File: src/sv/i2cwrs_pkg.sv
// Shared constants, codes and types of the I2C write-then-read sequencer.
`default_nettype none
package i2cwrs_pkg;

   localparam int TX_DEPTH = 16;
   localparam int TX_AW    = $clog2(TX_DEPTH);
   localparam int TX_CW    = $clog2(TX_DEPTH + 1);
   localparam int RX_MAX   = 255;

   typedef enum logic [1:0] {
      CMD_LOAD   = 2'd0,
      CMD_SUBMIT = 2'd1,
      CMD_DONE   = 2'd2
   } cmd_type;

   typedef enum logic [2:0] {
      ACT_NONE    = 3'd0,
      ACT_START   = 3'd1,
      ACT_SEND    = 3'd2,
      ACT_RESTART = 3'd3,
      ACT_RX_EN   = 3'd4,
      ACT_ACK     = 3'd5,
      ACT_NACK    = 3'd6,
      ACT_STOP    = 3'd7
   } action_type;

   typedef enum logic [2:0] {
      PH_IDLE       = 3'd0,
      PH_ADDRESS    = 3'd1,
      PH_CHECK_ACK  = 3'd2,
      PH_WRITE      = 3'd3,
      PH_READ_START = 3'd4,
      PH_READ       = 3'd5,
      PH_STOP       = 3'd6
   } phase_type;

   typedef struct packed {
      action_type action;
      logic [7:0] addr_byte;
      logic       use_mem;
      logic [7:0] read_byte;
      logic       read_valid;
      logic       done;
      logic       ok;
      logic       accepted;
   } result_type;

   typedef struct packed {
      logic             we;
      logic [TX_AW-1:0] waddr;
      logic [7:0]       wdata;
      logic             re;
      logic [TX_AW-1:0] raddr;
   } mem_req_type;

endpackage
`default_nettype wire

File: src/sv/i2cwrs_seq.sv
// Transaction sequencer: phase machine, counters and tx store access requests.
`default_nettype none
module i2cwrs_seq (
   input  wire logic                 clock,
   input  wire logic                 reset,
   input  wire logic                 item_valid,
   input  wire i2cwrs_pkg::cmd_type  cmd,
   input  wire logic [7:0]           data_byte,
   input  wire logic [7:0]           target_address,
   input  wire logic [4:0]           write_count,
   input  wire logic [7:0]           read_count,
   input  wire logic                 ack_seen,
   output i2cwrs_pkg::result_type    result,
   output i2cwrs_pkg::mem_req_type   mem_req
);

   localparam logic [i2cwrs_pkg::TX_CW-1:0] TxDepthC =
      i2cwrs_pkg::TX_CW'(i2cwrs_pkg::TX_DEPTH);
   localparam logic [7:0] RxMaxC = 8'(i2cwrs_pkg::RX_MAX);

   i2cwrs_pkg::phase_type phase_ff, phase_in;
   logic                            reading_ff, reading_in;
   logic                            pending_ff, pending_in;
   logic [i2cwrs_pkg::TX_CW-1:0]    tx_index_ff, tx_index_in;
   logic [i2cwrs_pkg::TX_CW-1:0]    tx_total_ff, tx_total_in;
   logic [7:0]                      rx_index_ff, rx_index_in;
   logic [7:0]                      rx_total_ff, rx_total_in;
   logic [7:0]                      dev_addr_ff, dev_addr_in;
   logic                            ok_ff, ok_in;

   logic       busy;
   logic       can_load;
   logic       write_more;
   logic [8:0] rx_next;
   logic       rx_more;

   assign busy       = (phase_ff != i2cwrs_pkg::PH_IDLE) || pending_ff;
   assign can_load   = !busy && (tx_index_ff < TxDepthC);
   assign write_more = tx_index_ff < tx_total_ff;
   assign rx_next    = {1'b0, rx_index_ff} + 9'd1;
   assign rx_more    = rx_next < {1'b0, rx_total_ff};

   always_comb begin
      phase_in    = phase_ff;
      reading_in  = reading_ff;
      pending_in  = pending_ff;
      tx_index_in = tx_index_ff;
      tx_total_in = tx_total_ff;
      rx_index_in = rx_index_ff;
      rx_total_in = rx_total_ff;
      dev_addr_in = dev_addr_ff;
      ok_in       = ok_ff;
      unique case (cmd)
         i2cwrs_pkg::CMD_LOAD: begin
            if (can_load) begin
               tx_index_in = tx_index_ff + 1'b1;
            end
         end
         i2cwrs_pkg::CMD_SUBMIT: begin
            if (!busy) begin
               dev_addr_in = target_address;
               tx_total_in = (write_count > TxDepthC) ? TxDepthC : write_count;
               rx_total_in = (read_count > RxMaxC) ? RxMaxC : read_count;
               tx_index_in = '0;
               rx_index_in = '0;
               ok_in       = 1'b0;
               pending_in  = 1'b1;
               reading_in  = 1'b0;
               phase_in    = i2cwrs_pkg::PH_ADDRESS;
            end
         end
         i2cwrs_pkg::CMD_DONE: begin
            unique case (phase_ff)
               i2cwrs_pkg::PH_ADDRESS: begin
                  phase_in = i2cwrs_pkg::PH_CHECK_ACK;
               end
               i2cwrs_pkg::PH_CHECK_ACK, i2cwrs_pkg::PH_WRITE: begin
                  if (phase_ff == i2cwrs_pkg::PH_CHECK_ACK && !ack_seen) begin
                     ok_in       = 1'b0;
                     pending_in  = 1'b0;
                     phase_in    = i2cwrs_pkg::PH_IDLE;
                     tx_index_in = '0;
                  end else if (phase_ff == i2cwrs_pkg::PH_CHECK_ACK && reading_ff) begin
                     phase_in = i2cwrs_pkg::PH_READ;
                  end else if (write_more) begin
                     tx_index_in = tx_index_ff + 1'b1;
                     phase_in    = i2cwrs_pkg::PH_WRITE;
                  end else if (rx_total_ff != 8'd0) begin
                     reading_in = 1'b1;
                     phase_in   = i2cwrs_pkg::PH_ADDRESS;
                  end else begin
                     ok_in       = 1'b1;
                     pending_in  = 1'b0;
                     phase_in    = i2cwrs_pkg::PH_IDLE;
                     tx_index_in = '0;
                  end
               end
               i2cwrs_pkg::PH_READ_START: begin
                  phase_in = i2cwrs_pkg::PH_READ;
               end
               i2cwrs_pkg::PH_READ: begin
                  rx_index_in = rx_next[7:0];
                  if (rx_more) begin
                     phase_in = i2cwrs_pkg::PH_READ_START;
                  end else begin
                     ok_in    = 1'b1;
                     phase_in = i2cwrs_pkg::PH_STOP;
                  end
               end
               i2cwrs_pkg::PH_STOP: begin
                  pending_in  = 1'b0;
                  phase_in    = i2cwrs_pkg::PH_IDLE;
                  tx_index_in = '0;
               end
               default: begin
               end
            endcase
         end
         default: begin
         end
      endcase
   end

   always_comb begin
      result  = '0;
      mem_req = '0;
      mem_req.waddr = tx_index_ff[i2cwrs_pkg::TX_AW-1:0];
      mem_req.raddr = tx_index_ff[i2cwrs_pkg::TX_AW-1:0];
      mem_req.wdata = data_byte;
      unique case (cmd)
         i2cwrs_pkg::CMD_LOAD: begin
            if (can_load) begin
               result.accepted = 1'b1;
               mem_req.we      = item_valid;
            end
         end
         i2cwrs_pkg::CMD_SUBMIT: begin
            if (!busy) begin
               result.accepted = 1'b1;
               result.action   = i2cwrs_pkg::ACT_START;
            end
         end
         i2cwrs_pkg::CMD_DONE: begin
            unique case (phase_ff)
               i2cwrs_pkg::PH_ADDRESS: begin
                  result.action    = i2cwrs_pkg::ACT_SEND;
                  result.addr_byte = reading_ff ? dev_addr_ff + 8'd1 : dev_addr_ff;
               end
               i2cwrs_pkg::PH_CHECK_ACK, i2cwrs_pkg::PH_WRITE: begin
                  if (phase_ff == i2cwrs_pkg::PH_CHECK_ACK && !ack_seen) begin
                     result.action = i2cwrs_pkg::ACT_STOP;
                     result.done   = 1'b1;
                  end else if (phase_ff == i2cwrs_pkg::PH_CHECK_ACK && reading_ff) begin
                     result.action = i2cwrs_pkg::ACT_RX_EN;
                  end else if (write_more) begin
                     result.action  = i2cwrs_pkg::ACT_SEND;
                     result.use_mem = 1'b1;
                     mem_req.re     = item_valid;
                  end else if (rx_total_ff != 8'd0) begin
                     result.action = i2cwrs_pkg::ACT_RESTART;
                  end else begin
                     result.action = i2cwrs_pkg::ACT_STOP;
                     result.done   = 1'b1;
                     result.ok     = 1'b1;
                  end
               end
               i2cwrs_pkg::PH_READ_START: begin
                  result.action = i2cwrs_pkg::ACT_RX_EN;
               end
               i2cwrs_pkg::PH_READ: begin
                  result.read_byte  = data_byte;
                  result.read_valid = 1'b1;
                  result.action     = rx_more ? i2cwrs_pkg::ACT_ACK : i2cwrs_pkg::ACT_NACK;
               end
               i2cwrs_pkg::PH_STOP: begin
                  result.action = i2cwrs_pkg::ACT_STOP;
                  result.done   = 1'b1;
                  result.ok     = ok_ff;
               end
               default: begin
               end
            endcase
         end
         default: begin
         end
      endcase
   end

   always_ff @(posedge clock) begin
      if (reset) begin
         phase_ff    <= i2cwrs_pkg::PH_IDLE;
         reading_ff  <= 1'b0;
         pending_ff  <= 1'b0;
         tx_index_ff <= '0;
         tx_total_ff <= '0;
         rx_index_ff <= '0;
         rx_total_ff <= '0;
         dev_addr_ff <= '0;
         ok_ff       <= 1'b0;
      end else if (item_valid) begin
         phase_ff    <= phase_in;
         reading_ff  <= reading_in;
         pending_ff  <= pending_in;
         tx_index_ff <= tx_index_in;
         tx_total_ff <= tx_total_in;
         rx_index_ff <= rx_index_in;
         rx_total_ff <= rx_total_in;
         dev_addr_ff <= dev_addr_in;
         ok_ff       <= ok_in;
      end
   end

endmodule
`default_nettype wire

File: src/sv/i2c_master_write_read_sequencer.sv
// Top level of the I2C write-then-read sequencer with tx store and output register.
// Each beat on the request side is a load, a submit or a bus completion event, and each
// accepted beat yields exactly one response beat in the next cycle. One beat is taken per
// clock; the only wait comes from a full output register while the response side stalls.
// The tx bytes sit in a 16-entry store whose read data is registered alongside the
// response; loads happen only while idle and reads only while busy, so the two never meet.
`default_nettype none
module i2c_master_write_read_sequencer (
   input  wire logic        clock,
   input  wire logic        reset,
   input  wire logic        req_tvalid,
   output logic             req_tready,
   // data_byte[7:0], target_address[15:8], write_count[20:16], read_count[28:21],
   // ack_seen[29], zero[31:30]
   input  wire logic [31:0] req_tdata,
   // cmd[1:0]
   input  wire logic [1:0]  req_tuser,
   output logic             rsp_tvalid,
   input  wire logic        rsp_tready,
   // bus_action[2:0], send_byte[10:3], read_byte[18:11], frame_done[19],
   // frame_ok[20], accepted[21], zero[23:22]
   output logic [23:0]      rsp_tdata,
   // read_valid[0]
   output logic [0:0]       rsp_tuser
);

   i2cwrs_pkg::result_type  seq_result;
   i2cwrs_pkg::mem_req_type mem_req;
   i2cwrs_pkg::result_type  out_ff;
   logic                    out_valid_ff;
   logic [7:0]              rdata_ff;
   logic [7:0]              tx_mem [i2cwrs_pkg::TX_DEPTH];
   logic                    req_accept;
   logic [7:0]              send_byte;

   assign req_tready = !out_valid_ff || rsp_tready;
   assign req_accept = req_tvalid && req_tready;

   i2cwrs_seq u_seq (
      .clock          (clock),
      .reset          (reset),
      .item_valid     (req_accept),
      .cmd            (i2cwrs_pkg::cmd_type'(req_tuser)),
      .data_byte      (req_tdata[7:0]),
      .target_address (req_tdata[15:8]),
      .write_count    (req_tdata[20:16]),
      .read_count     (req_tdata[28:21]),
      .ack_seen       (req_tdata[29]),
      .result         (seq_result),
      .mem_req        (mem_req)
   );

   always_ff @(posedge clock) begin
      if (mem_req.we) begin
         tx_mem[mem_req.waddr] <= mem_req.wdata;
      end
      if (mem_req.re) begin
         rdata_ff <= tx_mem[mem_req.raddr];
      end
   end

   always_ff @(posedge clock) begin
      if (reset) begin
         out_valid_ff <= 1'b0;
      end else if (req_tready) begin
         out_valid_ff <= req_tvalid;
      end
   end

   always_ff @(posedge clock) begin
      if (req_accept) begin
         out_ff <= seq_result;
      end
   end

   assign send_byte  = out_ff.use_mem ? rdata_ff : out_ff.addr_byte;
   assign rsp_tvalid = out_valid_ff;
   assign rsp_tdata  = {2'b00, out_ff.accepted, out_ff.ok, out_ff.done,
                        out_ff.read_byte, send_byte, out_ff.action};
   assign rsp_tuser  = out_ff.read_valid;

   a_ok_needs_done : assert property (@(posedge clock) disable iff (reset)
      rsp_tvalid && out_ff.ok |-> out_ff.done && out_ff.action == i2cwrs_pkg::ACT_STOP)
      else $error("frame_ok raised without a finishing stop");

   a_done_is_stop : assert property (@(posedge clock) disable iff (reset)
      rsp_tvalid && out_ff.done |-> out_ff.action == i2cwrs_pkg::ACT_STOP)
      else $error("frame_done raised on an action other than stop");

   a_read_ack : assert property (@(posedge clock) disable iff (reset)
      rsp_tvalid && out_ff.read_valid |->
         out_ff.action == i2cwrs_pkg::ACT_ACK || out_ff.action == i2cwrs_pkg::ACT_NACK)
      else $error("received byte returned without ack or nack");

   a_accept_action : assert property (@(posedge clock) disable iff (reset)
      rsp_tvalid && out_ff.accepted |->
         out_ff.action == i2cwrs_pkg::ACT_NONE || out_ff.action == i2cwrs_pkg::ACT_START)
      else $error("accepted flag on a completion response");

   a_no_mem_clash : assert property (@(posedge clock) disable iff (reset)
      !(mem_req.we && mem_req.re))
      else $error("tx store written and read in the same cycle");

endmodule
`default_nettype wire
File: config.mk
export PLATFORM = sky130hd
export DESIGN_NAME = i2c_master_write_read_sequencer
export DESIGN_NICKNAME = d
export VERILOG_FILES = /design/src/sv/i2cwrs_pkg.sv /design/src/sv/i2cwrs_seq.sv /design/src/sv/i2c_master_write_read_sequencer.sv
export SDC_FILE = /design/constraint.sdc
export NUM_CORES = 1
export LEC_CHECK = 0
export ABC_AREA = 1
export ABC_CLOCK_PERIOD_IN_PS = 5000
export BUFFER_PORTS_ARGS = -buffer_cell sky130_fd_sc_hd__buf_4
export CORE_AREA = 2 2 132 134
export DETAILED_ROUTE_END_ITERATION = 8
export DIE_AREA = 0 0 134 136
export PLACE_DENSITY_LB_ADDON = 0.05
export SYNTH_ARGS = -nofsm -noshare
export SYNTH_HDL_FRONTEND = slang
export SYNTH_SLANG_ARGS = --single-unit
File: constraint.sdc
create_clock -name clock -period 5 [get_ports clock]
set_input_delay 0.25 -clock clock [delete_from_list [all_inputs] [get_ports clock]]
set_output_delay 0.25 -clock clock [all_outputs]
set_load 0.02 [all_outputs]
* Word-level counts from Yosys, hierarchy flattened
Memory sizes are Yosys's and may differ from the RTL's. A register that Yosys moved wholly into a read port is not among the register bits. Index checks and enable logic that the tools add are counted.
Word-level totals: register bits 65, RAM bits 128, input port bits 38, output and inout bits 27, word-level logic and storage cells 151, memories 1
Cells by class: $add $sub $neg 3, order comparisons 5, eq/ne operators 24, multiplexer cells 72, bitwise operators 3, reductions and logical operators 25
Memories:
- tx_mem | depth 16, width 8, read ports 1, clocked after Yosys merged registers in 1, write ports 1, RTL line i2c_master_write_read_sequencer.sv:32 | logic [7:0] tx_mem [i2cwrs_pkg::TX_DEPTH];
Operators with widths (number):
- $mux 8 | 5
- $mux 5 | 7
- $mux 1 | 33
- $pmux 3 s5 | 2
- $mux 3 | 8
- $pmux 8 s2 | 1
- $reduce_and 8->1 | 2
- $pmux 5 s3 | 1
- $reduce_and 7->1 | 2
- $ne 2x2->1 const B | 6
- $pmux 1 s2 | 6
- $pmux 3 s2 | 2
- $mux 2 | 5
- $pmux 5 s2 | 1
- $add 8x1->9 const B | 1
- $eq 3x3->1 const B | 3
- $lt 9x8->1 | 1
- $ne 3x3->1 const B | 3
- $add 8x1->8 const B | 1
- $gt 8x8->1 const B | 1
- $ne 4x3->1 const B | 2
- $reduce_and 4->1 | 2
- $reduce_bool 8->1 | 1
- $eq 3x2->1 const B | 2
- 23 further kinds | 34

* Depth between registers and ports, before layout
word-level depth 8, mapped depth 14, depth with buffers taken out 14

* By module
Synthesis repeated with hierarchy kept, for this count alone.
Unflattened totals: cell total of the unflattened synthesis 1053, area, all modules 9733.1 um^2
By module, submodules not included:
- i2c_master_write_read_sequencer | instances 1, cells an instance 607, area an instance 6827.8 um^2, sequential area each 4824.6 um^2
- i2cwrs_seq | instances 1, cells an instance 446, area an instance 2905.3 um^2, sequential area each 800.8 um^2

* Least setup slack after synthesis
OpenSTA, ideal clock, no wires.
path type register to register, start point register u_seq.tx_index_ff[1] (netlist name), end point register rdata_ff[0], read port of tx_mem, enable pin, setup time 383 ps, arrival time 1735 ps, data required time 4617 ps, path slack 2882 ps, stages on the path, launching flop included 9, path buffers 0, period minus slack after synthesis 2118 ps, cell sequence dfxtp_1 ha_1 nand2_1 inv_1 nand3_1 nand3_1 nor2_1 inv_1 nor3_1
RTL lines:
- start, declared | RTL line i2cwrs_seq.sv:24 | logic [i2cwrs_pkg::TX_CW-1:0] tx_index_ff, tx_index_in;
- start signal, assigned | RTL line i2cwrs_seq.sv:204 | tx_index_ff <= tx_index_in;
- end, declared | RTL line i2c_master_write_read_sequencer.sv:31 | logic [7:0] rdata_ff;

* Worst setup path after layout
start point register u_seq.tx_index_ff[1] (netlist name), end point memory tx_mem[5][6], enable pin
Between the ends: cells in the longest elaborated chain, start to end 6
Ends and longest elaborated chain:
- $lt 5x5->1 | RTL line i2cwrs_seq.sv:38 | assign can_load = !busy && (tx_index_ff < TxDepthC);
- $logic_and 1x1->1 | RTL line i2cwrs_seq.sv:38
- $mux 1 | RTL line i2cwrs_seq.sv:132 | if (can_load) begin
- $mux 1 | RTL line i2cwrs_seq.sv:130 | unique case (cmd)
- $mux 1 | RTL line i2c_master_write_read_sequencer.sv:54 | if (mem_req.we) begin
- $mux 1 (not written as such) | RTL line i2c_master_write_read_sequencer.sv:55 | tx_mem[mem_req.waddr] <= mem_req.wdata;
- end, declared | RTL line i2c_master_write_read_sequencer.sv:32
Several ways; a longest one is shown, not always the timed one.

==> results.cfg <==
[critical_path]
critPathCapture = tx_mem[5][6]$_DFFE_PP_
r2r-end = tx_mem[5][6]$_DFFE_PP_
rr_startpoint = u_seq.tx_index_ff[1]$_SDFFE_PP0P_
critPathKind = reg2reg
required_ps = 5150
start_kind = register
crit_path_start = u_seq.tx_index_ff[1]$_SDFFE_PP0P_
rr_worst_depth = 5
cp-end-kind = register
cp.arrival_ps = 2990
reg2reg_setup_slack_ps = 2160
path_max_fanout = 36

[clock_tree]
cts.htree.levels = 1
cts_tree = done
path_clk_slew_ps = 60
clockBufferDepth = 3
cts_buffers = 22
insertion_delay_ps = 530
cts_root_buf = clkbuf_16
numClockSinks = 201

[detailed_routing]
drt_iter0_drc = 471
wl_met3_um = 912
vias_per_cell = 5.43
dr.max_layer_used = met4
antenna_left = 0
wl_met1_um = 8510
wl_per_cell_um = 17.6
wirelength_um = 20500
wl_met2_um = 10300
dr.pass1.iters = 5
vias = 6320
drc_errors = 0

[cells_and_area]
antenna_cells = 0
layout-drive-gt1-share = 0.133
fin_nets = 982
final_common_cell = edfxtp_1
most-common-layout-cells = 160 x edfxtp_1, 153 x nor2_1, 120 x nand2_1
areaGrowthSynthToFinish_pct = 13.5

[timing]
tightest_slew_ps = 1110
fin_crit_ps = 2840
tns_ps = 0
hold_viol = 0
fin_crit_sh = 0.568
rsz0062_at_grt = no
timing.fmax_mhz = 352
finalClockSkew_ps = 34.6
maxSlewHeadroom = 0.258
maxSlewViolCount = 0
setup_viol = 0

[pwr]
p_clk_frac = 0.419
p_comb_frac = 0.091
power.share.sequential = 0.490
p_sw_frac = 0.237
power.density_nw_per_um2 = 369
power.internal_mw = 2.88
p_total_mw = 3.77
irDropWorstVdd_uv = 287
p_leak_nw = 3.86
p_switching_mw = 0.894

[synth]
synth_cell_types = 35
ys_warn_count = 0
syn_area_um2 = 9020
synth_area_leaders = edfxtp_1 53%, dfxtp_1 9.1%, nor2_1 6.4%
ys_ff_latch = 201
synthCells = 881
yosys.area.top_type = edfxtp_1
seq_area_frac_synth = 0.624
avgSynthCellArea_um2 = 10.2
synth_top_area_frac = 0.533

[job]
cap_viol_max_count = 0

[floorplan]
fp.coreArea_um2 = 16900
start_util = 0.535
die_area_um2 = 18200
fp.dieW_um = 134
die_h_um = 136
io_pins = 65
row_count = 48

[place]
hpwlAfterDp_um = 13700
place.gp.congestion = 0.862
io_buffers = 60

[outcome]
status = finished clean

[global_routing]
grt_pass1_wl_um = 32500
antenna_found_initial = 0
grt_overflow = 0
grt_pass1_vias = 6193
grtUsageTotal = 0.230
grt_max_degree = 68

[hold_path]
min_path_type = in2reg
worstHoldStart = req_tdata[9]
sequential cells by signal, summed over array words and instances (netlist names), 5 cells and up:
| register | cells |
|---|---|
| rdata_ff | 8 |
| u_seq.tx_index_ff | 5 |
| u_seq.rx_index_ff | 8 |
| u_seq.rx_total_ff | 8 |
| out_ff | 9 |
| rsp_tdata | 14 |
| u_seq.tx_total_ff | 5 |
| u_seq.dev_addr_ff | 8 |
| tx_mem | 128 |
what timing repair did:
item / 4_1_cts / 5_1_grt
endpoints found under the hold margin: 1 / 0
resized for setup: 0 / 0
setup buffers: 0 / 0
hold buffers: 1 / 0
endpoints found under the setup margin: 0 / 0
power groups by stage:
stage | Clock (mW) | Sequential (mW) | Combinational [mW]
final | 1.58 | 1.85 | 0.344
after global routing | 1.68 | 1.85 | 0.384
after global placement | 0 | 1.88 | 0.335
after floorplan | 0 | 1.88 | 0.229
after CTS | 1.60 | 1.85 | 0.346
after detailed placement | 0 | 1.88 | 0.344
layer usage:
layer / vias up / global-route usage
li1: 3110 / -
met1: 3002 / 0.291
met2: 164 / 0.402
met5: - / 0
met3: 44 / 0.0377
met4: 0 / 0.0833
kinds of logic after synthesis:
kind of cell,count (synthesis),share of synthesized area
adders and majority gates,21,0.0291
and+or+nand+nor,347,0.166
xor gates and xnor gates,6,0.00583
buffers and inverters,124,0.0617
other,1,0.000416
DFF,201,0.624
AOI/OAI and AO/OA,172,0.102
muxes,9,0.0111
worst max-delay path, cell delays in order, from the launching register on:
cell and delay (ps):
dfxtp_1 300, buf_4 240, inv_1 850, ha_1 290, nand2_1 130, nor2_1 650
cells in the mapped netlist:
master,count
a21o_1,1
nand2_4,1
mux2_2,8
buf_4,16
nand2_1,120
a22oi_1,3
clkinv_1,1
clkbuf_1,22
o22ai_1,32
nor2_8,2
ha_1,21
buf_6,3
nand4_1,19
a211oi_1,1
nand3_1,25
nor2_1,153
edfxtp_1,160
xor2_1,4
o21ai_0,90
buf_2,7
inv_1,70
nand2_2,5
nor2_4,3
a31oi_1,2
o21bai_1,1
nor3_1,11
conb_1,1
o21ai_1,1
xnor2_1,2
dfxtp_1,41
inv_2,5
a21oi_1,41
nand3_2,3
mux2i_1,1
nor2_2,5
metrics by stage:
step / worst slack [ps] / hold WS (ps) / instance area, um2 / util / std cells
finish: 2160 / 8.65 / 10200 / 0.607 / 1164
global route: 1970 / 17.1 / 10200 / 0.607 / 1164
global placement: 2210 / 453 / 9520 / 0.564 / 1123
floorplan: 2880 / 319 / 9020 / - / 882
CTS: 2130 / 3.85 / 10200 / 0.607 / 1164
detailed placement: 2110 / 456 / 9520 / 0.564 / 1123
area by class of cell:
cell class / instances / area, um2
fill: 1441 / 6640
inverter: 76 / 285
timing repair buffer: 65 / 490
multi-input combinational: 557 / 2840
clock inverter: 10 / 119
clock buffer: 30 / 591
tap: 225 / 282
sequential: 201 / 5630
worst min path at each step:
stage / to / depth (start not counted)
4_1_cts: u_seq.rx_total_ff[0]$_SDFFE_PP0P_ / 3
3_5_place_dp: u_seq.tx_total_ff[4]$_SDFFE_PP0P_ / 2
6_report: u_seq.dev_addr_ff[1]$_SDFFE_PP0P_ / 3
3_3_place_gp: u_seq.tx_total_ff[1]$_SDFFE_PP0P_ / 2
2_1_floorplan: rsp_tvalid$_SDFFE_PP0N_ / 1
5_1_grt: u_seq.tx_total_ff[0]$_SDFFE_PP0P_ / 3
Note: power is estimated with default switching activity, not from simulation.
